### src/sv/pqs_pkg.sv
// ----------------------------------------------------------------------------
// pqs_pkg
// Shared types and constants of the periodic query scheduler: request and
// response payloads, status and opcode codes, the sort key held by each cell.
// ----------------------------------------------------------------------------
package pqs_pkg;

    localparam int PQS_CAPACITY = 1024;
    localparam int ID_W         = 16;
    localparam int PERIOD_W     = 16;
    localparam int DUE_W        = 48;

    typedef enum logic
    {
        OP_REGISTER = 1'b0,
        OP_POP      = 1'b1
    } opcode_t;

    typedef enum logic [1:0]
    {
        STATUS_REGISTERED = 2'd0,
        STATUS_EMITTED    = 2'd1,
        STATUS_FULL       = 2'd2,
        STATUS_EMPTY      = 2'd3
    } status_t;

    typedef struct packed
    {
        opcode_t               opcode;
        logic [ID_W-1:0]       query_id;
        logic [PERIOD_W-1:0]   period;
    } req_t;

    typedef struct packed
    {
        status_t               status;
        logic [ID_W-1:0]       emitted_id;
        logic [DUE_W-1:0]      due_time;
    } rsp_t;

    // ordering key: due time first, then identifier, then period
    typedef struct packed
    {
        logic [DUE_W-1:0]      due;
        logic [ID_W-1:0]       id;
        logic [PERIOD_W-1:0]   per;
    } key_t;

    localparam int KEY_W = $bits(key_t);

    // per-cycle command to every cell of the row
    typedef struct packed
    {
        logic                  shift_en;
        logic                  insert_en;
    } cell_ctrl_t;

endpackage

### src/sv/pqs_out_queue.sv
// ----------------------------------------------------------------------------
// pqs_out_queue
// Two-entry response queue between the scheduler core and the response
// channel, so a new request can be taken while a response still waits.
// ----------------------------------------------------------------------------
module pqs_out_queue
    import pqs_pkg::*;
(
    input  logic clk,
    input  logic rst_n,
    input  logic push,
    input  rsp_t push_data,
    output logic room,
    output logic rsp_valid,
    input  logic rsp_ready,
    output rsp_t rsp
);

    rsp_t       entry_reg [2];
    logic       wr_ptr_reg;
    logic       wr_ptr_next;
    logic       rd_ptr_reg;
    logic       rd_ptr_next;
    logic [1:0] cnt_reg;
    logic [1:0] cnt_next;
    logic       pop;

    assign pop       = rsp_valid && rsp_ready;
    assign rsp_valid = cnt_reg != 2'd0;
    assign room      = cnt_reg != 2'd2;
    assign rsp       = entry_reg[rd_ptr_reg];

    // pointer and fill bookkeeping
    always_comb
    begin
        wr_ptr_next = push ? !wr_ptr_reg : wr_ptr_reg;
        rd_ptr_next = pop ? !rd_ptr_reg : rd_ptr_reg;
        cnt_next    = cnt_reg + {1'b0, push} - {1'b0, pop};
    end

    always_ff @(posedge clk or negedge rst_n)
    begin
        if (!rst_n)
        begin
            wr_ptr_reg <= 1'b0;
            rd_ptr_reg <= 1'b0;
            cnt_reg    <= 2'd0;
        end
        else
        begin
            wr_ptr_reg <= wr_ptr_next;
            rd_ptr_reg <= rd_ptr_next;
            cnt_reg    <= cnt_next;
        end
    end

    // response storage
    always_ff @(posedge clk)
    begin
        if (push)
        begin
            entry_reg[wr_ptr_reg] <= push_data;
        end
    end

endmodule

### config.mk
export PLATFORM = sky130hd
export DESIGN_NAME = pqs_out_queue
export DESIGN_NICKNAME = d
export VERILOG_FILES = /design/src/sv/pqs_pkg.sv /design/src/sv/pqs_out_queue.sv
export SDC_FILE = /design/constraint.sdc
export NUM_CORES = 1
export LEC_CHECK = 0
export BUFFER_PORTS_ARGS = -buffer_cell sky130_fd_sc_hd__buf_2
export CORE_ASPECT_RATIO = 0.5
export CORE_UTILIZATION = 47
export CTS_CLUSTER_SIZE = 30
export DETAILED_ROUTE_END_ITERATION = 12
export GPL_ROUTABILITY_DRIVEN = 1
export GPL_TIMING_DRIVEN = 0
export PLACE_DENSITY = 0.85
export REMOVE_ABC_BUFFERS = 1
export SLEW_MARGIN = 20
export SYNTH_ARGS = -nofsm -noshare
export SYNTH_HDL_FRONTEND = slang
export SYNTH_SLANG_ARGS = --single-unit
### constraint.sdc
create_clock -name clk -period 3.48 [get_ports clk]
set_input_delay 0.174 -clock clk [delete_from_list [all_inputs] [get_ports clk]]
set_output_delay 0.174 -clock clk [all_outputs]
set_load 0.01 [all_outputs]
Yosys cells after proc, flatten, opt, wreduce, memory -nomap -nowiden. Memory sizes are Yosys's and may differ from the RTL's. Index checks and enable logic that the tools add are counted. Widths: inputs -> output; s select.

Logic and storage cells: 13. Memories kept: 1. Flip-flop bits (word level): 4. Input bits: 70. Bits in writable memories: 132.

Memories: entry_reg (depth 2, width 66, rd ports 1, clocked after memory_dff 0, write ports 1, RTL line pqs_out_queue.sv:19) `rsp_t entry_reg [2];`.

Add/subtract/negate cells: 2. Multiplexer cells: 2. Reductions and logical operators: 4. Eq/ne operators: 1.

Operators with widths (number): $add 2x1->2 (1); $logic_not 1->1 (2); $mux 1 (2); $ne 2x2->1 const B (1); $reduce_bool 2->1 (1); $sub 2x1->2 (1); $logic_and 1x1->1 (1).

Depth between registers and ports, before layout. Gate-level depths: netlist (run 1).

Depth after elaboration: 3. Gate-level depth with buffers: 6. Depth with buffers taken out: 6.

Worst setup path after synthesis (run 1). OpenSTA, ideal clock, no wires.

Path type: register to register. Start point: register wr_ptr_reg. End point: memory entry_reg[0][0] in the netlist's numbering, enable pin. Path slack: -353 ps. Path buffers: 0. Period minus slack after synthesis: 3833 ps. Cell stages (with the launch flop): 2. Data required time: 2982 ps. Library setup time: 498 ps. Data arrival time: 3335 ps. Cell sequence: dfrtp_1 nor2b_1.

RTL lines: from (decl) (RTL line pqs_out_queue.sv:20) `logic wr_ptr_reg;`; from (signal assigned) (RTL line pqs_out_queue.sv:51) `wr_ptr_reg <= wr_ptr_next;`; to (decl) (RTL line pqs_out_queue.sv:19).

Straight into the memory's write port.

==> results of run 1 <==
layout make-up:
| class | instances | area, sq um | share of cell area |
|---|---|---|---|
| tap | 140 | 175 | 0.0245 |
| inverter | 2 | 7.51 | 0.00105 |
| multi-input combinational | 77 | 956 | 0.134 |
| sequential | 136 | 4070 | 0.568 |
| clock buffer | 26 | 459 | 0.0641 |
| clock inverter | 5 | 48.8 | 0.00682 |
| timing repair buffer | 208 | 1440 | 0.202 |
layer usage:
| layer | up-vias | global-route usage | part of all wire |
|---|---|---|---|
| met5 | - | 0 | 0 |
| met4 | 0 | 0.117 | 0.029 |
| met2 | 90 | 0.361 | 0.55 |
| met3 | 27 | 0.0455 | 0.030 |
| met1 | 1459 | 0.213 | 0.39 |
| li1 | 1323 | - | - |
cells by family after synthesis:
logic type,synth area share
adder cells (fa/ha/maj),0.00493
AND/OR/NAND/NOR,0.00444
AO/OA/AOI/OAI,0.00148
buffers and inverters,0.0126
XOR/XNOR,0.00691
flip-flops,0.801
multiplexers,0.169
metrics by stage:
stage          setup slack [ps]  setup TNS (ps)  std cells  hold slack [ps]   util
2_1_floorplan              -353          -23320        215             -122      -
3_3_place_gp              -1940         -129490        492            -18.4  0.568
3_5_place_dp               1620               0        496            -16.4  0.578
4_1_cts                    1180               0        594             1.02  0.692
5_1_grt                    1100               0        594             15.7  0.692
6_report                   1190               0        594             20.3  0.692
power by group:
part           internal (W)  switching, W  total, W  leakage [nW]
logic              0.000842      0.000736   0.00158          1.30
registers           0.00218      0.000207   0.00239          1.28
clock network      0.000972      0.000610   0.00158         0.248
total               0.00400       0.00155   0.00555          2.83
worst paths after layout:
check | from | end | slack, ps | cells past startpoint
min in group asynchronous | rst_n | wr_ptr_reg$_DFFE_PN0P_ | 110 | 2
worst min-delay path | push | wr_ptr_reg$_DFFE_PN0P_ | 20 | 2
worst min register to register | wr_ptr_reg$_DFFE_PN0P_ | wr_ptr_reg$_DFFE_PN0P_ | 550 | 1
worst max register to register | wr_ptr_reg$_DFFE_PN0P_ | entry_reg[0][35]$_DFFE_PP_ | 1890 | 2
max in group asynchronous | rst_n | rd_ptr_reg$_DFFE_PN0P_ | 3230 | 2
worst max-delay path | rd_ptr_reg$_DFFE_PN0P_ | rsp[0] | 1190 | 3
worst register-to-register path, cell delays in order, from the launching register on:
cell and delay [ps]:
dfrtp_1 420, nor2b_4 580, buf_12 280
cell usage in the layout (no fill, tap or decap):
cell type	n
clkinv_1	1
dlygate4sd3_1	67
inv_1	2
dfrtp_1	3
o21a_1	1
clkbuf_16	17
mux2_4	30
xor2_1	2
clkbuf_1	9
nand2_1	1
or2_2	1
bufinv_16	1
clkinv_2	3
buf_16	1
mux2_2	36
edfxtp_1	132
nor2b_4	1
ha_1	2
buf_2	137
dfrtp_4	1
and2_4	1
buf_12	3
xnor2_1	2
what timing repair did:
item / CTS / global route
hold buffers: 67 / 0
endpoints found under the setup margin: 0 / 0
hold endpoints to repair: 136 / 0
==> impl_metrics.py, run 1 <==
metrics = {
    "detailed_routing": {
        "drt_pre_antenna_iters": 5,
        "drc": 0,
        "drt-vias-per-instance": 4.88,
        "vias": 2899,
        "wirelength_um": 10600,
        "drtIter0Drc": 162,
        "ant_nets": 0,
        "detail_route.wl_per_cell_um": 17.9,
    },
    "setup_path": {
        "path_delay_family": "flip-flops",
        "setup.worst_path.class": "flip-flop to output pin",
        "critical_path_buf_inv_count": 2,
        "critical-path-max-stage-delay_ps": 860,
        "critical_path_arrival_ps": 2110,
        "cp.required_ps": 3310,
        "crit_chain": "buf_12 > mux2_2 > buf_2",
        "endpoint_kind": "output pin",
        "path_max_fanout": 42,
        "cpMaxStageDelayCell": "dfrtp_4",
        "cp-start-kind": "flip-flop",
    },
    "logic_synthesis": {
        "synthCells": 222,
        "ys_warn_count": 0,
        "synth_edf_count": 132,
        "yosys-top-cells-count": "132 x edfxtp_1, 36 x mux2_2, 30 x mux2_4, 4 x dfrtp_1",
        "synth_top_area_frac": 0.781,
        "async_flop_share": 0.0294,
        "synthTopCellsByArea": "edfxtp_1 78%, mux2_4 8.9%, mux2_2 8.0%, dfrtp_1 2.0%, buf_6 0.67%",
        "yosysMostFrequentCell": "edfxtp_1",
        "synth.distinct_cells": 16,
        "synth_largest_area_cell": "edfxtp_1",
        "synth_seq_area_share": 0.801,
        "avgSynthCellArea_sq_um": 22.9,
        "syn_area_sq_um": 5070,
        "ys_ff_latch": 136,
        "synthFlopType": "edfxtp_1",
    },
    "clock_network": {
        "clk-insertion-delay-late_ps": 400,
        "cts_max_level": 4,
        "cts_sinks": 136,
        "clkTransAtPathRegs_ps": 50,
        "tritoncts": "yes",
        "cts_resized": 0,
        "cts-root-buf": "clkbuf_16",
        "cts_buffers": 17,
        "cts_buffer_depth": 2,
        "postCtsSetupRepairBufs": 0,
    },
    "global_route": {
        "grt_overflow_total": 0,
        "antenna_found_initial": 0,
        "gr-usage-all-layers": 0.195,
        "grt_pass1_wl_um": 15400,
        "grt_pass1_vias": 2995,
        "grt_start_max_net_pins": 43,
    },
    "placed_design": {
        "place_congestion": 0.708,
        "place_area_sq_um": 5980,
        "port_buffers": 137,
        "hpwl_um": 5920,
    },
    "timing": {
        "slew_headroom": 0.540,
        "fin_crit_sh": 0.658,
        "min_period_ps": 2290,
        "rsz0062_at_grt": "no",
        "worst_pin_slew_ps": 689,
        "clock.fmax_ghz": 0.437,
        "hold_violations": 0,
        "skew_ps": 4.16,
        "maxSlewViolCount": 0,
        "setup_viol": 0,
    },
    "finish": {
        "diodes": 0,
        "syn_to_final_growth_pct": 41.1,
        "fillers": 672,
        "fin_area_sq_um": 7160,
        "largest_reg_flops": 132,
        "layout.nets": 514,
        "drive_above_1_share": 0.511,
    },
    "die": {
        "rows": 26,
        "coreArea_sq_um": 10300,
        "num_io_pins": 138,
        "die_w_um": 149,
        "start_util": 0.490,
        "dieArea_sq_um": 11200,
        "fp.dieH_um": 75.5,
    },
    "power_and_ir_drop": {
        "ir_drop_mv": 0.705,
        "power_density_nw_per_um2": 775,
        "power.leakage_nw": 2.83,
        "p_total_w": 0.00555,
    },
    "min_path": {
        "hp-class": "input port to flip-flop",
    },
    "run": {
        "max_cap_viol_count": 0,
    },
    "run_status": {
        "status": "finished clean",
    },
}
No activity file was read; power rests on OpenSTA's default activity.
==> inputs of run 2 (changes only) <==
==> constraint.sdc (replaced) <==
create_clock -name clk -period 1.9 [get_ports clk]
set_input_delay 0.095 -clock clk [delete_from_list [all_inputs] [get_ports clk]]
set_output_delay 0.095 -clock clk [all_outputs]
set_load 0.01 [all_outputs]
==> impl_metrics.py, run 2 (same netlist as run 1, synthesis figures left out) <==
metrics = {
    "run_status": {
        "status": "finished clean",
    },
    "die": {
        "rows": 26,
        "fp.dieH_um": 75.5,
        "dieArea_sq_um": 11200,
        "die_w_um": 149,
        "num_io_pins": 138,
        "coreArea_sq_um": 10300,
        "start_util": 0.490,
    },
    "detailed_routing": {
        "drt_pre_antenna_iters": 4,
        "detail_route.wl_per_cell_um": 18.6,
        "drtIter0Drc": 219,
        "vias": 2911,
        "ant_nets": 0,
        "wirelength_um": 11100,
        "drt-vias-per-instance": 4.86,
        "drc": 0,
    },
    "placed_design": {
        "pre_cts_ws_ps": 118,
        "hpwl_um": 5920,
        "port_buffers": 137,
        "place_area_sq_um": 5980,
        "place_congestion": 0.708,
    },
    "clock_network": {
        "tritoncts": "yes",
        "cts_sinks": 136,
        "cts_max_level": 4,
        "cts_buffer_depth": 2,
        "clkTransAtPathRegs_ps": 50,
        "cts_resized": 0,
        "clk-insertion-delay-late_ps": 400,
        "cts_buffers": 17,
        "cts-root-buf": "clkbuf_16",
    },
    "finish": {
        "layout.nets": 519,
        "diodes": 0,
        "seqCellArea_sq_um": 4070,
        "final_common_cell": "buf_2",
        "largest_reg_flops": 132,
        "fillers": 664,
        "fin_area_sq_um": 7210,
        "drive_above_1_share": 0.514,
        "syn_to_final_growth_pct": 42.2,
        "final_cell_mix": "137 x buf_2, 132 x edfxtp_1, 68 x dlygate4sd3_1",
        "multi_input_area_sq_um": 956,
    },
    "global_route": {
        "grt_pass1_wl_um": 16100,
        "antenna_found_initial": 0,
        "gr-usage-all-layers": 0.205,
        "grt_start_max_net_pins": 38,
        "grt_pass1_vias": 3051,
        "grt_overflow_total": 0,
    },
    "timing": {
        "rsz0062_at_grt": "no",
        "setup-tns-final_ps": 0,
        "setup_viol": 0,
        "setup_ws_ps": 161,
        "fin_crit_sh": 0.915,
        "slew_headroom": 0.547,
        "skew_ps": 6.01,
        "maxSlewViolCount": 0,
        "min_period_ps": 1740,
        "hold_violations": 0,
        "whs_ps": 36.7,
        "worst_pin_slew_ps": 679,
        "clock.fmax_ghz": 0.575,
    },
    "setup_path": {
        "cp-start-kind": "flip-flop",
        "cpMaxStageDelayCell": "dfrtp_4",
        "setup.worst_path.class": "flip-flop to output pin",
        "endpoint_kind": "output pin",
        "critical-path-max-stage-delay_ps": 470,
        "path_delay_family": "flip-flops",
        "critical_path_buf_inv_count": 2,
        "cp.required_ps": 1800,
        "crit_chain": "buf_12 > mux2_2 > buf_2",
        "critical_path_arrival_ps": 1640,
        "path_max_fanout": 26,
    },
    "power_and_ir_drop": {
        "power.leakage_nw": 2.86,
        "power_density_nw_per_um2": 1430,
        "p_total_w": 0.0103,
        "ir_drop_mv": 1.13,
    },
    "run": {
        "max_cap_viol_count": 0,
    },
    "min_path": {
        "hp-class": "input port to async pin",
    },
}
run 2: area by class of cell:
cell class,instances,area share
Sequential cell,136,0.564
Timing Repair Buffer,213,0.208
Multi-Input combinational cell,77,0.133
Clock buffer,26,0.0636
Tap cell,140,0.0243
Clock inverter,5,0.00676
Inverter,2,0.00104
run 2: path summary, 6_finish.rpt:
path	to	slack, ps	startpoint	cells after the start
hold reg to reg	wr_ptr_reg$_DFFE_PN0P_	550	wr_ptr_reg$_DFFE_PN0P_	1
min in group clk	rd_ptr_reg$_DFFE_PN0P_	40	rsp_ready	3
setup reg to reg	entry_reg[0][35]$_DFFE_PP_	320	wr_ptr_reg$_DFFE_PN0P_	2
setup / recovery	rsp[0]	160	rd_ptr_reg$_DFFE_PN0P_	3
hold / removal	cnt_reg[0]$_DFF_PN0_	40	rst_n	2
max in group asynchronous	rd_ptr_reg$_DFFE_PN0P_	1730	rst_n	2
run 2: power breakdown:
| part | total [W] | leakage, nW | internal, W | switching, W |
|---|---|---|---|---|
| registers | 0.00420 | 1.28 | 0.00400 | 0.000199 |
| clock network | 0.00290 | 0.248 | 0.00178 | 0.00112 |
| logic | 0.00323 | 1.33 | 0.00163 | 0.00160 |
| total | 0.0103 | 2.86 | 0.00741 | 0.00292 |
run 2: routing by layer:
layer	vias to the layer above	track usage	wire, um
met1	1470	0.230	4410
met4	0	0.113	291
li1	1337	-	-
met3	24	0.0401	321
met2	80	0.383	6120
met5	-	0	0
run 2: through the flow:
step                std cells  utilization
finish                    599        0.697
global route              599        0.697
CTS                       599        0.697
detailed placement        496        0.578
global placement          492        0.568
floorplan                 215            -
run 2: repair_timing:
action / 4_1_cts / 5_1_grt
setup buffers: 4 / 0
hold buffers: 68 / 0
setup endpoints to repair: 62 / 0
endpoints found under the hold margin: 138 / 0
==> inputs of run 3 (changes only) <==
--- a/config.mk
+++ b/config.mk
@@ -5,14 +5,14 @@
 export SDC_FILE = /design/constraint.sdc
 export NUM_CORES = 1
 export LEC_CHECK = 0
-export BUFFER_PORTS_ARGS = -buffer_cell sky130_fd_sc_hd__buf_2
 export CORE_ASPECT_RATIO = 0.5
-export CORE_UTILIZATION = 47
+export CORE_UTILIZATION = 56
 export CTS_CLUSTER_SIZE = 30
 export DETAILED_ROUTE_END_ITERATION = 12
+export DONT_BUFFER_PORTS = 1
 export GPL_ROUTABILITY_DRIVEN = 1
 export GPL_TIMING_DRIVEN = 0
-export PLACE_DENSITY = 0.85
+export PLACE_DENSITY = 0.83
 export REMOVE_ABC_BUFFERS = 1
 export SLEW_MARGIN = 20
 export SYNTH_ARGS = -nofsm -noshare
==> impl_metrics.py, run 3 (same netlist as run 1, synthesis figures left out) <==
metrics = {
    "detailed_routing": {
        "drt_pre_antenna_iters": 4,
        "drt-vias-per-instance": 5.40,
        "drc": 0,
        "vias": 2389,
        "drtIter0Drc": 208,
        "detail_route.wl_per_cell_um": 21.3,
        "ant_nets": 0,
        "wirelength_um": 9420,
    },
    "setup_path": {
        "setup.worst_path.class": "flip-flop to output pin",
        "critical_path_buf_inv_count": 2,
        "critical_path_arrival_ps": 1570,
        "path_max_fanout": 16,
        "path_delay_family": "flip-flops",
        "r2r_end": "cnt_reg[1]$_DFF_PN0_",
        "r2r_slack_ps": 230,
        "crit_chain": "buf_4 > buf_16 > mux2_4",
        "startpoint": "rd_ptr_reg$_DFFE_PN0P_",
        "cp-start-kind": "flip-flop",
        "cp_num_cells": 3,
        "crit_path_end": "rsp[41]",
        "cpMaxStageDelayCell": "dfrtp_4",
        "r2r-start": "cnt_reg[1]$_DFF_PN0_",
        "endpoint_kind": "output pin",
        "cp.required_ps": 1800,
        "reg2reg_depth": 6,
        "critical-path-max-stage-delay_ps": 500,
    },
    "die": {
        "num_io_pins": 138,
        "dieArea_sq_um": 9470,
        "die_w_um": 137,
        "fp.dieH_um": 69.3,
        "coreArea_sq_um": 8740,
        "rows": 24,
        "start_util": 0.581,
    },
    "finish": {
        "seqCellArea_sq_um": 4070,
        "final_common_cell": "edfxtp_1",
        "largest_reg_flops": 132,
        "multi_input_area_sq_um": 956,
        "fillers": 476,
        "finalCoreUtilization": 0.753,
        "diodes": 0,
        "layout.nets": 384,
        "final_cell_mix": "132 x edfxtp_1, 70 x dlygate4sd3_1, 36 x mux2_2",
        "drive_above_1_share": 0.326,
        "syn_to_final_growth_pct": 29.7,
    },
    "global_route": {
        "grt_use_met3": 0.0658,
        "gr-usage-all-layers": 0.220,
        "grt_pass1_vias": 2632,
        "grt_start_max_net_pins": 38,
        "grt_pass1_wl_um": 14600,
        "grt_overflow_total": 0,
        "use_met1": 0.254,
        "grtUsageMet2": 0.377,
        "antenna_found_initial": 0,
        "top_usage_layer": "met2",
    },
    "timing": {
        "min_period_ps": 1670,
        "hold_violations": 0,
        "whs_ps": 78.6,
        "clock.fmax_ghz": 0.599,
        "worst_pin_slew_ps": 542,
        "maxSlewViolCount": 0,
        "skew_ps": 7.48,
        "slew_headroom": 0.638,
        "setup_viol": 0,
        "fin_crit_sh": 0.878,
        "rsz0062_at_grt": "no",
    },
    "run": {
        "max_cap_viol_count": 0,
    },
    "min_path": {
        "hold-path-cell-count": 1,
        "hp-class": "input port to flip-flop",
    },
    "clock_network": {
        "cts_max_level": 4,
        "cts_buffer_depth": 2,
        "cts_buffers": 17,
        "tritoncts": "yes",
        "clk-insertion-delay-late_ps": 400,
        "cts-root-buf": "clkbuf_16",
        "clkTransAtPathRegs_ps": 60,
        "cts_sinks": 136,
    },
    "power_and_ir_drop": {
        "power_density_nw_per_um2": 1510,
        "ir_drop_mv": 1.08,
        "p_total_w": 0.00992,
        "power.leakage_nw": 2.35,
    },
    "placed_design": {
        "hpwl_um": 5110,
        "port_buffers": 0,
        "place_congestion": 0.654,
    },
    "run_status": {
        "status": "finished clean",
    },
}
run 3: worst register-to-register path, cell delays in order (launching register included):
cell     delay, ps
dfrtp_1        440
o21a_1         260
ha_1           300
inv_1           50
ha_1           190
xnor2_1        210
xnor2_1        140
run 3: cell type report:
class / count / area share
Multi-Input combinational cell: 77 / 0.145
Inverter: 2 / 0.00114
Clock inverter: 14 / 0.0203
Timing Repair Buffer: 78 / 0.127
Clock buffer: 18 / 0.0652
Sequential cell: 136 / 0.618
Tap cell: 117 / 0.0223
run 3: how the worst min path moves through the flow:
stage,end,startpoint
2_1_floorplan,cnt_reg[0]$_DFF_PN0_,rst_n
3_3_place_gp,cnt_reg[0]$_DFF_PN0_,rst_n
3_5_place_dp,cnt_reg[1]$_DFF_PN0_,rst_n
4_1_cts,entry_reg[0][14]$_DFFE_PP_,push
5_1_grt,entry_reg[0][15]$_DFFE_PP_,push
6_report,entry_reg[0][14]$_DFFE_PP_,push
run 3: per-layer routing:
metal	wire length, um	vias up	share of wire
li1	-	1068	-
met2	5170	82	0.55
met4	153	0	0.016
met3	447	12	0.047
met1	3650	1227	0.39
met5	0	-	0
run 3: per-stage QoR:
| stage | std cells | TNS, ps | instance area, sq um | worst slack [ps] |
|---|---|---|---|---|
| final | 442 | 0 | 6580 | 231 |
| after global routing | 442 | 0 | 6580 | 167 |
| after CTS | 439 | 0 | 6560 | 53.0 |
| after detailed placement | 336 | 0 | 5270 | 303 |
| after global placement | 332 | -361130 | 5160 | -3150 |
| after floorplan | 215 | -201030 | 5020 | -1930 |
run 3: where the power goes:
group	internal, W	switching (W)
Clock	0.00191	0.00118
Sequential	0.00399	0.000199
Combinational	0.00123	0.00141
run 3: timing repair:
action | CTS | global route
setup endpoints to repair | 35 | 13
hold buffers | 70 | 0
pin swaps | 0 | 0
hold endpoints to repair | 139 | 0
resized for setup | 0 | 0
buffers inserted | 1 | 3
