**src/sv/pqs_pkg.sv**
```systemverilog
// ----------------------------------------------------------------------------
// pqs_pkg
// Shared types and constants of the periodic query scheduler: request and
// response payloads, status and opcode codes, the sort key held by each cell.
// ----------------------------------------------------------------------------
package pqs_pkg;

    localparam int PQS_CAPACITY = 1024;
    localparam int ID_W         = 16;
    localparam int PERIOD_W     = 16;
    localparam int DUE_W        = 48;

    typedef enum logic
    {
        OP_REGISTER = 1'b0,
        OP_POP      = 1'b1
    } opcode_t;

    typedef enum logic [1:0]
    {
        STATUS_REGISTERED = 2'd0,
        STATUS_EMITTED    = 2'd1,
        STATUS_FULL       = 2'd2,
        STATUS_EMPTY      = 2'd3
    } status_t;

    typedef struct packed
    {
        opcode_t               opcode;
        logic [ID_W-1:0]       query_id;
        logic [PERIOD_W-1:0]   period;
    } req_t;

    typedef struct packed
    {
        status_t               status;
        logic [ID_W-1:0]       emitted_id;
        logic [DUE_W-1:0]      due_time;
    } rsp_t;

    // ordering key: due time first, then identifier, then period
    typedef struct packed
    {
        logic [DUE_W-1:0]      due;
        logic [ID_W-1:0]       id;
        logic [PERIOD_W-1:0]   per;
    } key_t;

    localparam int KEY_W = $bits(key_t);

    // per-cycle command to every cell of the row
    typedef struct packed
    {
        logic                  shift_en;
        logic                  insert_en;
    } cell_ctrl_t;

endpackage

```
**src/sv/pqs_cell.sv**
```systemverilog
// ----------------------------------------------------------------------------
// pqs_cell
// One slot of the sorted row. Holds one key, compares it with the key being
// inserted and either keeps it, takes the new key, or takes a neighbor's key.
// ----------------------------------------------------------------------------
module pqs_cell
    import pqs_pkg::*;
#(
    parameter int CNT_W = 11,
    parameter int IDX   = 0
)
(
    input  logic             clk,
    input  cell_ctrl_t       ctrl,
    input  logic [CNT_W-1:0] count,
    input  key_t             new_key,
    input  key_t             left_key,
    input  logic             left_le,
    input  key_t             right_key,
    output key_t             key,
    output logic             le
);

    localparam logic [CNT_W-1:0] IDX_C = CNT_W'(IDX);

    key_t             key_reg;
    key_t             key_next;
    logic             occupied;
    logic [KEY_W-1:0] own_bits;
    logic [KEY_W-1:0] new_bits;

    // slot is live when it sits below the fill level
    assign occupied = IDX_C < count;
    assign own_bits = key_reg;
    assign new_bits = new_key;
    assign le       = occupied && (own_bits <= new_bits);

    // keep, take the new key, or take the neighbor's key
    always_comb
    begin
        key_next = key_reg;
        if (ctrl.shift_en)
        begin
            key_next = right_key;
        end
        else if (ctrl.insert_en && !le)
        begin
            key_next = left_le ? new_key : left_key;
        end
    end

    always_ff @(posedge clk)
    begin
        key_reg <= key_next;
    end

    assign key = key_reg;

endmodule

```
**config.mk**
```make
export PLATFORM = sky130hd
export DESIGN_NAME = pqs_cell
export DESIGN_NICKNAME = d
export VERILOG_FILES = /design/src/sv/pqs_pkg.sv /design/src/sv/pqs_cell.sv
export SDC_FILE = /design/constraint.sdc
export NUM_CORES = 1
export LEC_CHECK = 0
export CORE_MARGIN = 4
export CORE_UTILIZATION = 34
export CTS_BUF_LIST = sky130_fd_sc_hd__clkbuf_8
export CTS_CLUSTER_SIZE = 20
export DETAILED_ROUTE_END_ITERATION = 10
export DONT_BUFFER_PORTS = 1
export GPL_TIMING_DRIVEN = 0
export SKIP_CTS_REPAIR_TIMING = 1
export SYNTH_ARGS = -nofsm -noshare
export SYNTH_HDL_FRONTEND = slang
export SYNTH_SLANG_ARGS = --single-unit
```
**constraint.sdc**
```tcl
create_clock -name clk -period 17.7 [get_ports clk]
set_clock_uncertainty 0.05 [all_clocks]
set_input_delay 0.885 -clock clk [delete_from_list [all_inputs] [get_ports clk]]
set_output_delay 0.885 -clock clk [all_outputs]
set_load 0.05 [all_outputs]
```
; ---- Word-level counts from Yosys, hierarchy flattened
; Cells that the tools add are included.
[totals]
inputBits = 255
elab_cells = 12
register_bits = 80
out_inout_bits = 81
[classes]
n_lt_le_gt_ge = 2
mux = 3
n_reduce_logical = 4
[ops]
columns = operator, count
row1 = $mux W80, 3
row2 = $le A80 B80 Y1, 1
row3 = $lt A1 B11 Y1 const A, 1
row4 = $logic_and A1 B1 Y1, 2
row5 = $reduce_bool A2 Y1, 1
row6 = $logic_not A1 Y1, 1

; ---- Depth between registers and ports, before layout
; Gate-level depths: netlist (run 1).
[logic_depth]
ltp_word = 6
depth_mapped = 8
mapped_depth_nobuf = 8

; ---- Worst setup path before layout (run 1)
; OpenSTA, ideal clock, no wires.
[synth_timing]
kind = input to register
from = in new_key[14] (netlist bit)
to = reg key_reg (netlist bit key[0]) (enable)
t_arrival_ps = 6498
setup_ps = 566
path_slack_ps = 10586
required_ps = 17084
path_buffers = 0
path_stages = 8
cell_sequence = inv_1 -> ha_1 -> nand4_2 -> or3_4 -> a21oi_2 -> nor4b_1 -> o211a_1 -> a31oi_1
[synth_between]
elab_chain_cells = 5
[synth_rtl]
columns = item, line_no
row1 = from (decl), pqs_cell.sv:16  ; input key_t new_key,
row2 = $le A80 B80 Y1, pqs_cell.sv:36  ; assign le = occupied && (own_bits <= new_bits);
row3 = $logic_and A1 B1 Y1, pqs_cell.sv:36
row4 = $logic_not A1 Y1, pqs_cell.sv:46  ; else if (ctrl.insert_en && !le)
row5 = $logic_and A1 B1 Y1, pqs_cell.sv:46
row6 = $reduce_bool A2 Y1 (no line), -
row7 = to (signal assigned), pqs_cell.sv:54  ; key_reg <= key_next;
row8 = to (decl), pqs_cell.sv:26  ; key_t key_reg;
; No other way between the ends.
; A chain may end at the register's enable or synchronous reset.

; ---- Worst setup path in the final report (run 1)
[layout_timing]
from = reg key_reg (netlist bit key[37])
to = out le
[layout_between]
elab_chain_cells = 2
[layout_rtl]
columns = item, line_no
row1 = $le A80 B80 Y1, pqs_cell.sv:36
row2 = $logic_and A1 B1 Y1, pqs_cell.sv:36
row3 = to (decl), pqs_cell.sv:21  ; output logic le
; No other way between the ends.

==> results.rst, run 1 <==
.. list-table::
   :header-rows: 1

   * - Metric
     - Value
   * - Element type at the critical path start
     - flop
   * - Final-stage net count
     - about 1000
   * - Cell Area, Synth
     - 6150 sq um
   * - Number of vias in the routed layout
     - 4756
   * - Hold Slack
     - 665 ps
   * - Total power divided by cell area
     - 89.7 nW/um^2
   * - Max FFs per register
     - 80
   * - Placeable Area
     - 17500 sq um
   * - Peak VDD IR
     - around 43 uV
   * - Max-Slew Margin vs Limit
     - 0.498
   * - Post-synthesis async set-or-reset flop share
     - 0
   * - Master cell of the clock root buffer
     - sky130_fd_sc_hd__clkbuf_8
   * - Post-synthesis net count
     - between 900 and 1000
   * - Total DRC errors in the routed layout
     - 0
   * - First-pass GRT wire length
     - 27800 um
   * - Via count of the first global-routing pass
     - 4864
   * - LEAKAGE
     - ~3.1 nW
   * - Cell with the largest stage delay on the worst path
     - sky130_fd_sc_hd__edfxtp_1
   * - Capturing element type of the critical path
     - output pin
   * - Count of TritonRoute iterations in the first routing pass
     - 5
   * - Number of synthesized flops with an enable pin
     - 80
   * - Clock-pin slew reported for the worst setup and hold paths after clock tree synthesis
     - 90 ps
   * - Worst Setup Path Type
     - reg2out
   * - Maximum number of pins on one net before global-route repair
     - 28
   * - Series of cell instances along the critical path
     - ha_1 > a21oi_1 > o21ai_1 > a221oi_1 > o22ai_1 > a2111oi_2 > a31o_1
   * - Mean number of vias per cell
     - around 5.3
   * - Count of unique library cells instantiated by Yosys
     - 40
   * - Die Outline Area
     - 20300 sq um
   * - Final standard cell utilization of the core
     - 0.385
   * - Endpoint arrival time on the critical path
     - between 3000 and 4000 ps
   * - Area growth from synthesis to layout
     - 9.41%
   * - Total negative slack
     - 0 ps
   * - Fin crit period
     - 4350 ps
   * - Die Span X
     - 142 um
   * - DRT iter0 DRCs
     - 237
   * - Overall overflow remaining after global route
     - 0
   * - Final hold violations
     - 0
   * - R2r endpoint
     - key[63]
   * - Most frequently used flop master after synthesis
     - sky130_fd_sc_hd__edfxtp_1
   * - Slowest stage delay, CP
     - around 700 ps
   * - Max-cap violations
     - 0
   * - Worst R2R Setup Slack
     - 13870 ps
   * - Leading cell types in the layout, fill and taps excluded
     - sky130_fd_sc_hd__nand2_1 (96), sky130_fd_sc_hd__inv_1 (87), sky130_fd_sc_hd__o21ai_0 (87)
   * - Count of input and output buffers
     - 0
   * - Unrepaired setup endpoints after global routing
     - false
   * - Routability-driven placement congestion ratio
     - 0.828
   * - FP Rows
     - 48
   * - Post-route cell area
     - 6720 sq um
   * - Maximum fanout along the worst path
     - 2
   * - Post-DR wirelength/cell
     - 21.8 um
   * - Post-placement cell area
     - between 6000 and 7000 sq um
   * - Clock tree sinks
     - 80
   * - Total number of H-tree levels
     - 3
   * - Proportion of synthesized chip area in sequential cells
     - 0.391
   * - Worst reg2reg path depth
     - 8
   * - Period Utilization, post-route
     - 0.246
   * - Yosys warning count
     - 0
   * - Final max-slew violation count
     - 0
   * - Total I/O pin count
     - 336
   * - Slew at the pin closest to its max-slew limit
     - 753 ps
   * - Max Freq
     - approximately 0.23 GHz
   * - Bufs on Longest Clock Path
     - 2
   * - Share of cells above drive strength 1
     - 0.0498
   * - Clock buffers created by TritonCTS
     - 9
   * - Initial antenna violation count
     - 1
   * - Clk_lat worst skew
     - about 360 ps
   * - Most common library cell in the layout ignoring fill and taps
     - sky130_fd_sc_hd__nand2_1
   * - Total half-perimeter wirelength after legalization and detailed placement
     - 16300 um
   * - Origin of the worst min-delay path
     - right_key[53]
   * - Instance count of the mapped netlist
     - 644
   * - Vertical die dimension
     - 142 um
   * - Result of the run
     - finished, final reports clean
   * - Data required time at the worst endpoint
     - 16770 ps
   * - Residual antenna-violating net count after detailed routing
     - 0
   * - Startpoint of the lowest-slack register-to-register path
     - key[77]
   * - Flops & latches, synth
     - 80
   * - Path class of the lowest-slack min-delay path
     - in2reg
   * - Global Route Usage Sum
     - 0.182
   * - Initial cell density of the core
     - 0.352
   * - Drt total wl
     - between 15000 and 20000 um
   * - Clock tree from TritonCTS
     - built
   * - Total of endpoints with negative setup slack in the final report
     - 0
   * - WHS Endpoint
     - key[53]
   * - Post-Synthesis Mean Instance Area
     - between 9 and 10 sq um
   * - Min-Delay Path Depth
     - 2
==> logic make-up (layout without fill, tap and decap cells) <==
logic type,count (synthesis),in the layout,synth area share
mux,80,80,0.130
buf+inv,113,132,0.0704
compound gates,144,144,0.129
other cells,0,1,0
flops,80,80,0.391
simple gates,147,147,0.116
fa+ha+maj,80,80,0.163
==> cell usage after synthesis (2+ instances only) <==
cell type / instances / area [sq um]
sky130_fd_sc_hd__a211oi_1: 3 / 22.5
sky130_fd_sc_hd__nand4_1: 19 / 119
sky130_fd_sc_hd__a21o_1: 6 / 45.0
sky130_fd_sc_hd__inv_1: 86 / 323
sky130_fd_sc_hd__nor3_1: 4 / 20.0
sky130_fd_sc_hd__o21ai_1: 3 / 15.0
sky130_fd_sc_hd__nand2_1: 96 / 360
sky130_fd_sc_hd__a21oi_1: 31 / 155
sky130_fd_sc_hd__nor2b_1: 2 / 12.5
sky130_fd_sc_hd__o21ai_0: 87 / 435
sky130_fd_sc_hd__nand3_1: 8 / 40.0
sky130_fd_sc_hd__buf_2: 7 / 35.0
sky130_fd_sc_hd__mux2i_1: 80 / 801
sky130_fd_sc_hd__edfxtp_1: 80 / 2400
sky130_fd_sc_hd__ha_1: 80 / 1000
sky130_fd_sc_hd__nor2_1: 2 / 7.51
sky130_fd_sc_hd__o211ai_1: 2 / 15.0
sky130_fd_sc_hd__clkbuf_1: 19 / 71.3
sky130_fd_sc_hd__a221oi_1: 3 / 26.3
sky130_fd_sc_hd__nor4_1: 6 / 37.5
==> where the power goes <==
group          internal (W)  total, W  switching [W]
Combinational     0.0000487  0.000117      0.0000688
Sequential         0.000240  0.000336      0.0000955
Clock             0.0000783  0.000150      0.0000717
Total              0.000367  0.000603       0.000236
==> worst max path at each step <==
stage | slack (ps) | cells past startpoint | from | endpoint
final | 13350 | 7 | key[37] | le
after global routing | 13090 | 7 | key[37] | le
after CTS | 13220 | 7 | key[37] | le
after detailed placement | 13450 | 8 | new_key[39] | le
after global placement | 7570 | 7 | new_key[77] | key[20]
after floorplan | 10590 | 8 | new_key[14] | key[0]
==> per-layer routing <==
metal / share of wire / routed length (um) / global-route usage / vias up
li1: - / - / - / 2347
met4: 0.028 / 551 / 0.0700 / 0
met2: 0.50 / 9590 / 0.313 / 223
met5: 0 / 0 / 0 / -
met1: 0.39 / 7470 / 0.214 / 2161
met3: 0.090 / 1730 / 0.0524 / 25
==> cell type report <==
class	instances	area (sq um)
Antenna cell	1	2.50
Buffer	27	110
Clock buffer	9	124
Clock inverter	7	87.6
Fill cell	1781	10800
Inverter	86	323
Multi-Input combinational cell	451	3330
Sequential cell	80	2400
Tap cell	225	282
Timing Repair Buffer	3	67.6
==> worst max-delay path, delay by kind of cell, from the launching register on <==
family / cells / cell delay, ps
flops: 1 / 690
compound gates: 6 / 2020
fa+ha+maj: 1 / 350
==> stage by stage <==
step | setup slack, ps | instances | power [W]
2_1_floorplan | 10590 | 644 | 0.000421
3_3_place_gp | 7570 | 869 | 0.000458
3_5_place_dp | 13450 | 872 | 0.000460
4_1_cts | 13220 | 888 | 0.000614
5_1_grt | 13090 | 889 | 0.000641
6_report | 13350 | 889 | 0.000603
(Power assumes the default switching activity.)
==> run 2, diff against run 1 <==
==> constraint.sdc (replaced) <==
create_clock -name clk -period 3.8 [get_ports clk]
set_clock_uncertainty 0.05 [all_clocks]
set_input_delay 0.19 -clock clk [delete_from_list [all_inputs] [get_ports clk]]
set_output_delay 0.19 -clock clk [all_outputs]
set_load 0.05 [all_outputs]
==> results.rst, run 2 (synthesis gave the netlist of run 1 again) <==
.. list-table::
   :header-rows: 1

   * - Metric
     - Value
   * - Result of the run
     - finished, violations left
   * - Violated checks
     - negative hold slack
   * - Most common library cell in the layout ignoring fill and taps
     - sky130_fd_sc_hd__nand2_1
   * - Element type at the critical path start
     - flop
   * - Total of endpoints with negative setup slack in the final report
     - 0
   * - FILL cells
     - roughly 1700
   * - Combinational share of power
     - 0.218
   * - Switching power summed over all nets
     - around 0.0011 W
   * - Master cell of the clock root buffer
     - sky130_fd_sc_hd__clkbuf_8
   * - Clock tree from TritonCTS
     - built
   * - Drt total wl
     - 19600 um
   * - Total DRC errors in the routed layout
     - 0
   * - Count of input and output buffers
     - 0
   * - Data required time at the worst endpoint
     - 3560 ps
   * - Leading cell types in the layout, fill and taps excluded
     - sky130_fd_sc_hd__nand2_1 (96), sky130_fd_sc_hd__inv_1 (87), sky130_fd_sc_hd__o21ai_0 (87)
   * - Max FFs per register
     - 80
   * - Path class of the lowest-slack min-delay path
     - in2reg
   * - Worst Setup Path Type
     - reg2out
   * - First-pass GRT wire length
     - 27600 um
   * - Internal power summed over all cells
     - about 0.0017 W
   * - Cell with the largest stage delay on the worst path
     - sky130_fd_sc_hd__edfxtp_1
   * - Critical path's top delay family
     - compound AO/OA/AOI/OAI gates
   * - LEAKAGE
     - 3.32 nW
   * - Fin crit period
     - roughly 3500 ps
   * - Vertical die dimension
     - 142 um
   * - Period Utilization, post-route
     - 0.932
   * - Capturing element type of the critical path
     - output pin
   * - Residual antenna-violating net count after detailed routing
     - 0
   * - Overall overflow remaining after global route
     - 0
   * - Count of TritonRoute iterations in the first routing pass
     - 4
   * - DRT iter0 DRCs
     - 280
   * - Clock-pin slew reported for the worst setup and hold paths after clock tree synthesis
     - 100 ps
   * - Setup WS post-layout
     - 257 ps
   * - Slowest stage delay, CP
     - ~630 ps
   * - Final standard cell utilization of the core
     - 0.419
   * - Post-DR wirelength/cell
     - ~21 um
   * - Area growth from synthesis to layout
     - 19.3%
   * - Final max-slew violation count
     - 0
   * - Number of vias in the routed layout
     - 5023
   * - Part of the total power dissipated in the clock network
     - 0.224
   * - Max-Slew Margin vs Limit
     - 0.351
   * - Count of buffering cells on the critical path with inverters included
     - 0
   * - Clock buffers created by TritonCTS
     - 9
   * - Total number of H-tree levels
     - 3
   * - Initial cell density of the core
     - 0.352
   * - Endpoint arrival time on the critical path
     - between 3000 and 4000 ps
   * - Clock tree sinks
     - 80
   * - Slew at the pin closest to its max-slew limit
     - 973 ps
   * - Area of the multi-input gates
     - 3410 sq um
   * - Via count of the first global-routing pass
     - 4880
   * - Max-cap violations
     - 0
   * - Peak VDD IR
     - 175 uV
   * - Series of cell instances along the critical path
     - ha_1 > a21oi_1 > o21ai_0 > a211oi_1 > o22ai_1 > a2111oi_2 > a31o_1
   * - Share of cells above drive strength 1
     - 0.0599
   * - Total half-perimeter wirelength after legalization and detailed placement
     - approximately 16000 um
   * - Maximum number of pins on one net before global-route repair
     - 29
   * - Max Freq
     - 0.282 GHz
   * - Routability-driven placement congestion ratio
     - approximately 0.81
   * - Pre-CTS setup slack
     - 17.1 ps
   * - Ant diodes
     - 0
   * - Min-Delay Path Depth
     - 2
   * - FP Rows
     - 48
   * - Die Span X
     - 142 um
   * - Sequential Power Share
     - 0.558
   * - Mean number of vias per cell
     - 5.33
   * - Clk_lat worst skew
     - 360 ps
   * - Worst reg2reg path depth
     - 8
   * - Die Outline Area
     - 20300 sq um
   * - Global Route Usage Sum
     - 0.177
   * - Total power divided by cell area
     - 383 nW/um^2
   * - Sequential cell area
     - 2400 sq um
   * - Switching share of power
     - 0.397
   * - Final hold violations
     - 6
   * - Worst path depth
     - 7
   * - Placeable Area
     - 17500 sq um
   * - Maximum fanout along the worst path
     - 3
   * - Hold Slack
     - -14.9 ps
   * - Unrepaired setup endpoints after global routing
     - false
   * - Total I/O pin count
     - 336
   * - Initial antenna violation count
     - 0
   * - Final-stage net count
     - between 1000 and 1500
   * - Bufs on Longest Clock Path
     - 2
[run 2: power groups by stage]
stage	Sequential [W]	Clock [W]	Combinational (W)
detailed placement	0.00159	0	0.000564
global route	0.00158	0.000686	0.000703
finish	0.00157	0.000628	0.000613
global placement	0.00160	0	0.000530
floorplan	0.00155	0	0.000417
CTS	0.00157	0.000665	0.000567
[run 2: area by class of cell]
cell class / count / share of cell area
Clock buffer: 9 / 0.0169
Sequential cell: 80 / 0.328
Clock inverter: 6 / 0.00853
Buffer: 27 / 0.0150
Tap cell: 225 / 0.0384
Multi-Input combinational cell: 451 / 0.465
Timing Repair Buffer: 59 / 0.0843
Inverter: 86 / 0.0440
[run 2: path summary, 6_finish.rpt]
check,start,to,slack (ps)
max,key[35],le,260
min,right_key[73],key[73],-10
min reg2reg,key[79],key[6],1660
max reg2reg,key[65],key[43],330
[run 2: worst reg2reg max path, delay by kind of cell, from the launching register on]
kind            cells  cell delay [ps]
fa+ha+maj           1              420
compound gates      2              650
simple gates        3              990
buf+inv             2              420
flops               1              630
[run 2: metal layers]
metal	GRT usage	vias to the layer above	part of all wire
li1	-	2461	-
met1	0.206	2320	0.38
met2	0.319	222	0.52
met3	0.0450	20	0.082
met4	0.0525	0	0.016
met5	0	-	0
[run 2: per-stage QoR]
| stage | total power, W | cells | TNS, ps | instance area (sq um) |
|---|---|---|---|---|
| 6_report | 0.00281 | 943 | 0 | 7330 |
| 5_1_grt | 0.00297 | 943 | 0 | 7330 |
| 4_1_cts | 0.00280 | 887 | 0 | 6770 |
| 3_5_place_dp | 0.00215 | 872 | 0 | 6590 |
| 3_3_place_gp | 0.00213 | 869 | -97060 | 6520 |
| 2_1_floorplan | 0.00197 | 644 | -3410 | 6240 |
==> run 3, diff against run 2 <==
--- a/config.mk
+++ b/config.mk
@@ -6,7 +6,7 @@
 export NUM_CORES = 1
 export LEC_CHECK = 0
 export CORE_MARGIN = 4
-export CORE_UTILIZATION = 34
+export CORE_UTILIZATION = 40
 export CTS_BUF_LIST = sky130_fd_sc_hd__clkbuf_8
 export CTS_CLUSTER_SIZE = 20
 export DETAILED_ROUTE_END_ITERATION = 10
==> results.rst, run 3 (synthesis gave the netlist of run 1 again) <==
.. list-table::
   :header-rows: 1

   * - Metric
     - Value
   * - Master cell of the clock root buffer
     - sky130_fd_sc_hd__clkbuf_8
   * - DRT iter0 DRCs
     - 267
   * - Total half-perimeter wirelength after legalization and detailed placement
     - 15400 um
   * - Final max-slew violation count
     - 0
   * - Share of cells above drive strength 1
     - 0.0643
   * - Total negative slack
     - 0 ps
   * - Total I/O pin count
     - 336
   * - Routability-driven placement congestion ratio
     - 0.886
   * - Leading cell types in the layout, fill and taps excluded
     - sky130_fd_sc_hd__nand2_1 (96), sky130_fd_sc_hd__o21ai_0 (87), sky130_fd_sc_hd__inv_1 (86)
   * - Total DRC errors in the routed layout
     - 0
   * - FP Rows
     - 45
   * - Hold Slack
     - -24.9 ps
   * - Die Span X
     - 132 um
   * - Switching power summed over all nets
     - 0.00112 W
   * - Endpoint arrival time on the critical path
     - 3240 ps
   * - Slew at the pin closest to its max-slew limit
     - 931 ps
   * - Clock tree from TritonCTS
     - built
   * - Violated checks
     - negative hold slack
   * - Total power divided by cell area
     - 391 nW/um^2
   * - Path class of the lowest-slack min-delay path
     - in2reg
   * - Clk_lat worst skew
     - 360 ps
   * - Count of input and output buffers
     - 0
   * - Die Outline Area
     - around 17000 sq um
   * - Fin crit period
     - 3480 ps
   * - Capturing element type of the critical path
     - output pin
   * - Number of vias in the routed layout
     - 5192
   * - Pre-CTS setup slack
     - 65.4 ps
   * - Peak VDD IR
     - 170 uV
   * - Switching share of power
     - 0.387
   * - Area growth from synthesis to layout
     - 20.5%
   * - Vertical die dimension
     - 132 um
   * - Maximum number of pins on one net before global-route repair
     - 29
   * - Global Route Usage Sum
     - 0.201
   * - Max-cap violations
     - 0
   * - LEAKAGE
     - 3.37 nW
   * - Clock-pin slew reported for the worst setup and hold paths after clock tree synthesis
     - 90 ps
   * - Clock buffers created by TritonCTS
     - 9
   * - Residual antenna-violating net count after detailed routing
     - 0
   * - Max-Slew Margin vs Limit
     - 0.374
   * - Total number of H-tree levels
     - 3
   * - Maximum fanout along the worst path
     - 2
   * - Bufs on Longest Clock Path
     - 2
   * - Max FFs per register
     - 80
   * - Post-DR wirelength/cell
     - 21.2 um
   * - Result of the run
     - finished, violations left
   * - Via count of the first global-routing pass
     - 5062
   * - Initial cell density of the core
     - 0.406
   * - Internal power summed over all cells
     - 0.00177 W
   * - Max Freq
     - 0.288 GHz
   * - Final-stage net count
     - 1061
   * - Sequential Power Share
     - 0.540
   * - FILL cells
     - 1403
   * - Combinational share of power
     - 0.218
   * - Total of endpoints with negative setup slack in the final report
     - 0
   * - First-pass GRT wire length
     - about 28000 um
   * - Placeable Area
     - 15100 sq um
   * - Mean number of vias per cell
     - 5.65
   * - Overall overflow remaining after global route
     - 0
   * - Clock tree sinks
     - 80
   * - Drt total wl
     - 19500 um
   * - Final hold violations
     - 3
   * - Data required time at the worst endpoint
     - about 3600 ps
   * - Initial antenna violation count
     - 0
   * - Worst Setup Path Type
     - reg2out
   * - Unrepaired setup endpoints after global routing
     - false
   * - Part of the total power dissipated in the clock network
     - 0.242
   * - Setup WS post-layout
     - 323 ps
   * - Count of TritonRoute iterations in the first routing pass
     - 5
   * - Most common library cell in the layout ignoring fill and taps
     - sky130_fd_sc_hd__nand2_1
   * - Ant diodes
     - 0
   * - Element type at the critical path start
     - flop
   * - Period Utilization, post-route
     - 0.915
run 3: cell count changes in the layout (fill, tap and decap cells not counted), moves of 2 or more:
cell / previous run / this run
sky130_fd_sc_hd__dlygate4sd3_1: 52 / 60
sky130_fd_sc_hd__clkinv_1: 0 / 3
sky130_fd_sc_hd__buf_4: 4 / 8
sky130_fd_sc_hd__clkinvlp_4: 2 / 0
run 3: power by group through the flow:
stage | Clock, W | Sequential [W] | Combinational [W]
after global routing | 0.000756 | 0.00158 | 0.000716
after CTS | 0.000721 | 0.00157 | 0.000569
after detailed placement | 0 | 0.00159 | 0.000565
after global placement | 0 | 0.00159 | 0.000519
after floorplan | 0 | 0.00155 | 0.000417
final | 0.000701 | 0.00156 | 0.000632
run 3: final timing paths:
check,startpoint,end,slack (ps),depth (start not counted)
min,right_key[69],key[69],-20,2
max,key[37],le,320,7
min reg2reg,key[79],key[0],1640,5
max reg2reg,key[58],key[33],470,8
run 3: stage by stage:
stage / area, sq um / instances / power, W / util
after floorplan: 6240 / 644 / 0.00197 / -
after global placement: 6470 / 832 / 0.00211 / 0.427
after detailed placement: 6540 / 835 / 0.00215 / 0.432
after CTS: 6750 / 851 / 0.00286 / 0.446
after global routing: 7410 / 919 / 0.00305 / 0.489
final: 7410 / 919 / 0.00290 / 0.489
run 3: final cells by class:
class,instances,area [sq um],area share
plain buffers,27,110,0.0149
clock buffers,9,124,0.0167
clock inverters,7,85.1,0.0115
inverters,86,323,0.0436
multi-input cells,451,3400,0.459
flip-flops and latches,80,2400,0.324
well taps,188,235,0.0318
repair buffers,71,728,0.0983
run 3: layer usage:
| layer | routed length, um | up-vias | GRT usage | part of all wire |
|---|---|---|---|---|
| li1 | - | 2478 | - | - |
| met2 | 10000 | 283 | 0.364 | 0.52 |
| met1 | 7130 | 2399 | 0.215 | 0.37 |
| met4 | 432 | 0 | 0.0706 | 0.022 |
| met3 | 1860 | 32 | 0.0752 | 0.096 |
| met5 | 0 | - | 0 | 0 |
run 3: worst max-delay path, stage by stage (launching register included):
cell and delay, ps:
sky130_fd_sc_hd__edfxtp_1 640, sky130_fd_sc_hd__ha_1 390, sky130_fd_sc_hd__a21oi_1 150, sky130_fd_sc_hd__o21ai_1 100, sky130_fd_sc_hd__a221oi_1 390, sky130_fd_sc_hd__o22ai_1 140, sky130_fd_sc_hd__a2111oi_2 590, sky130_fd_sc_hd__a31o_2 470
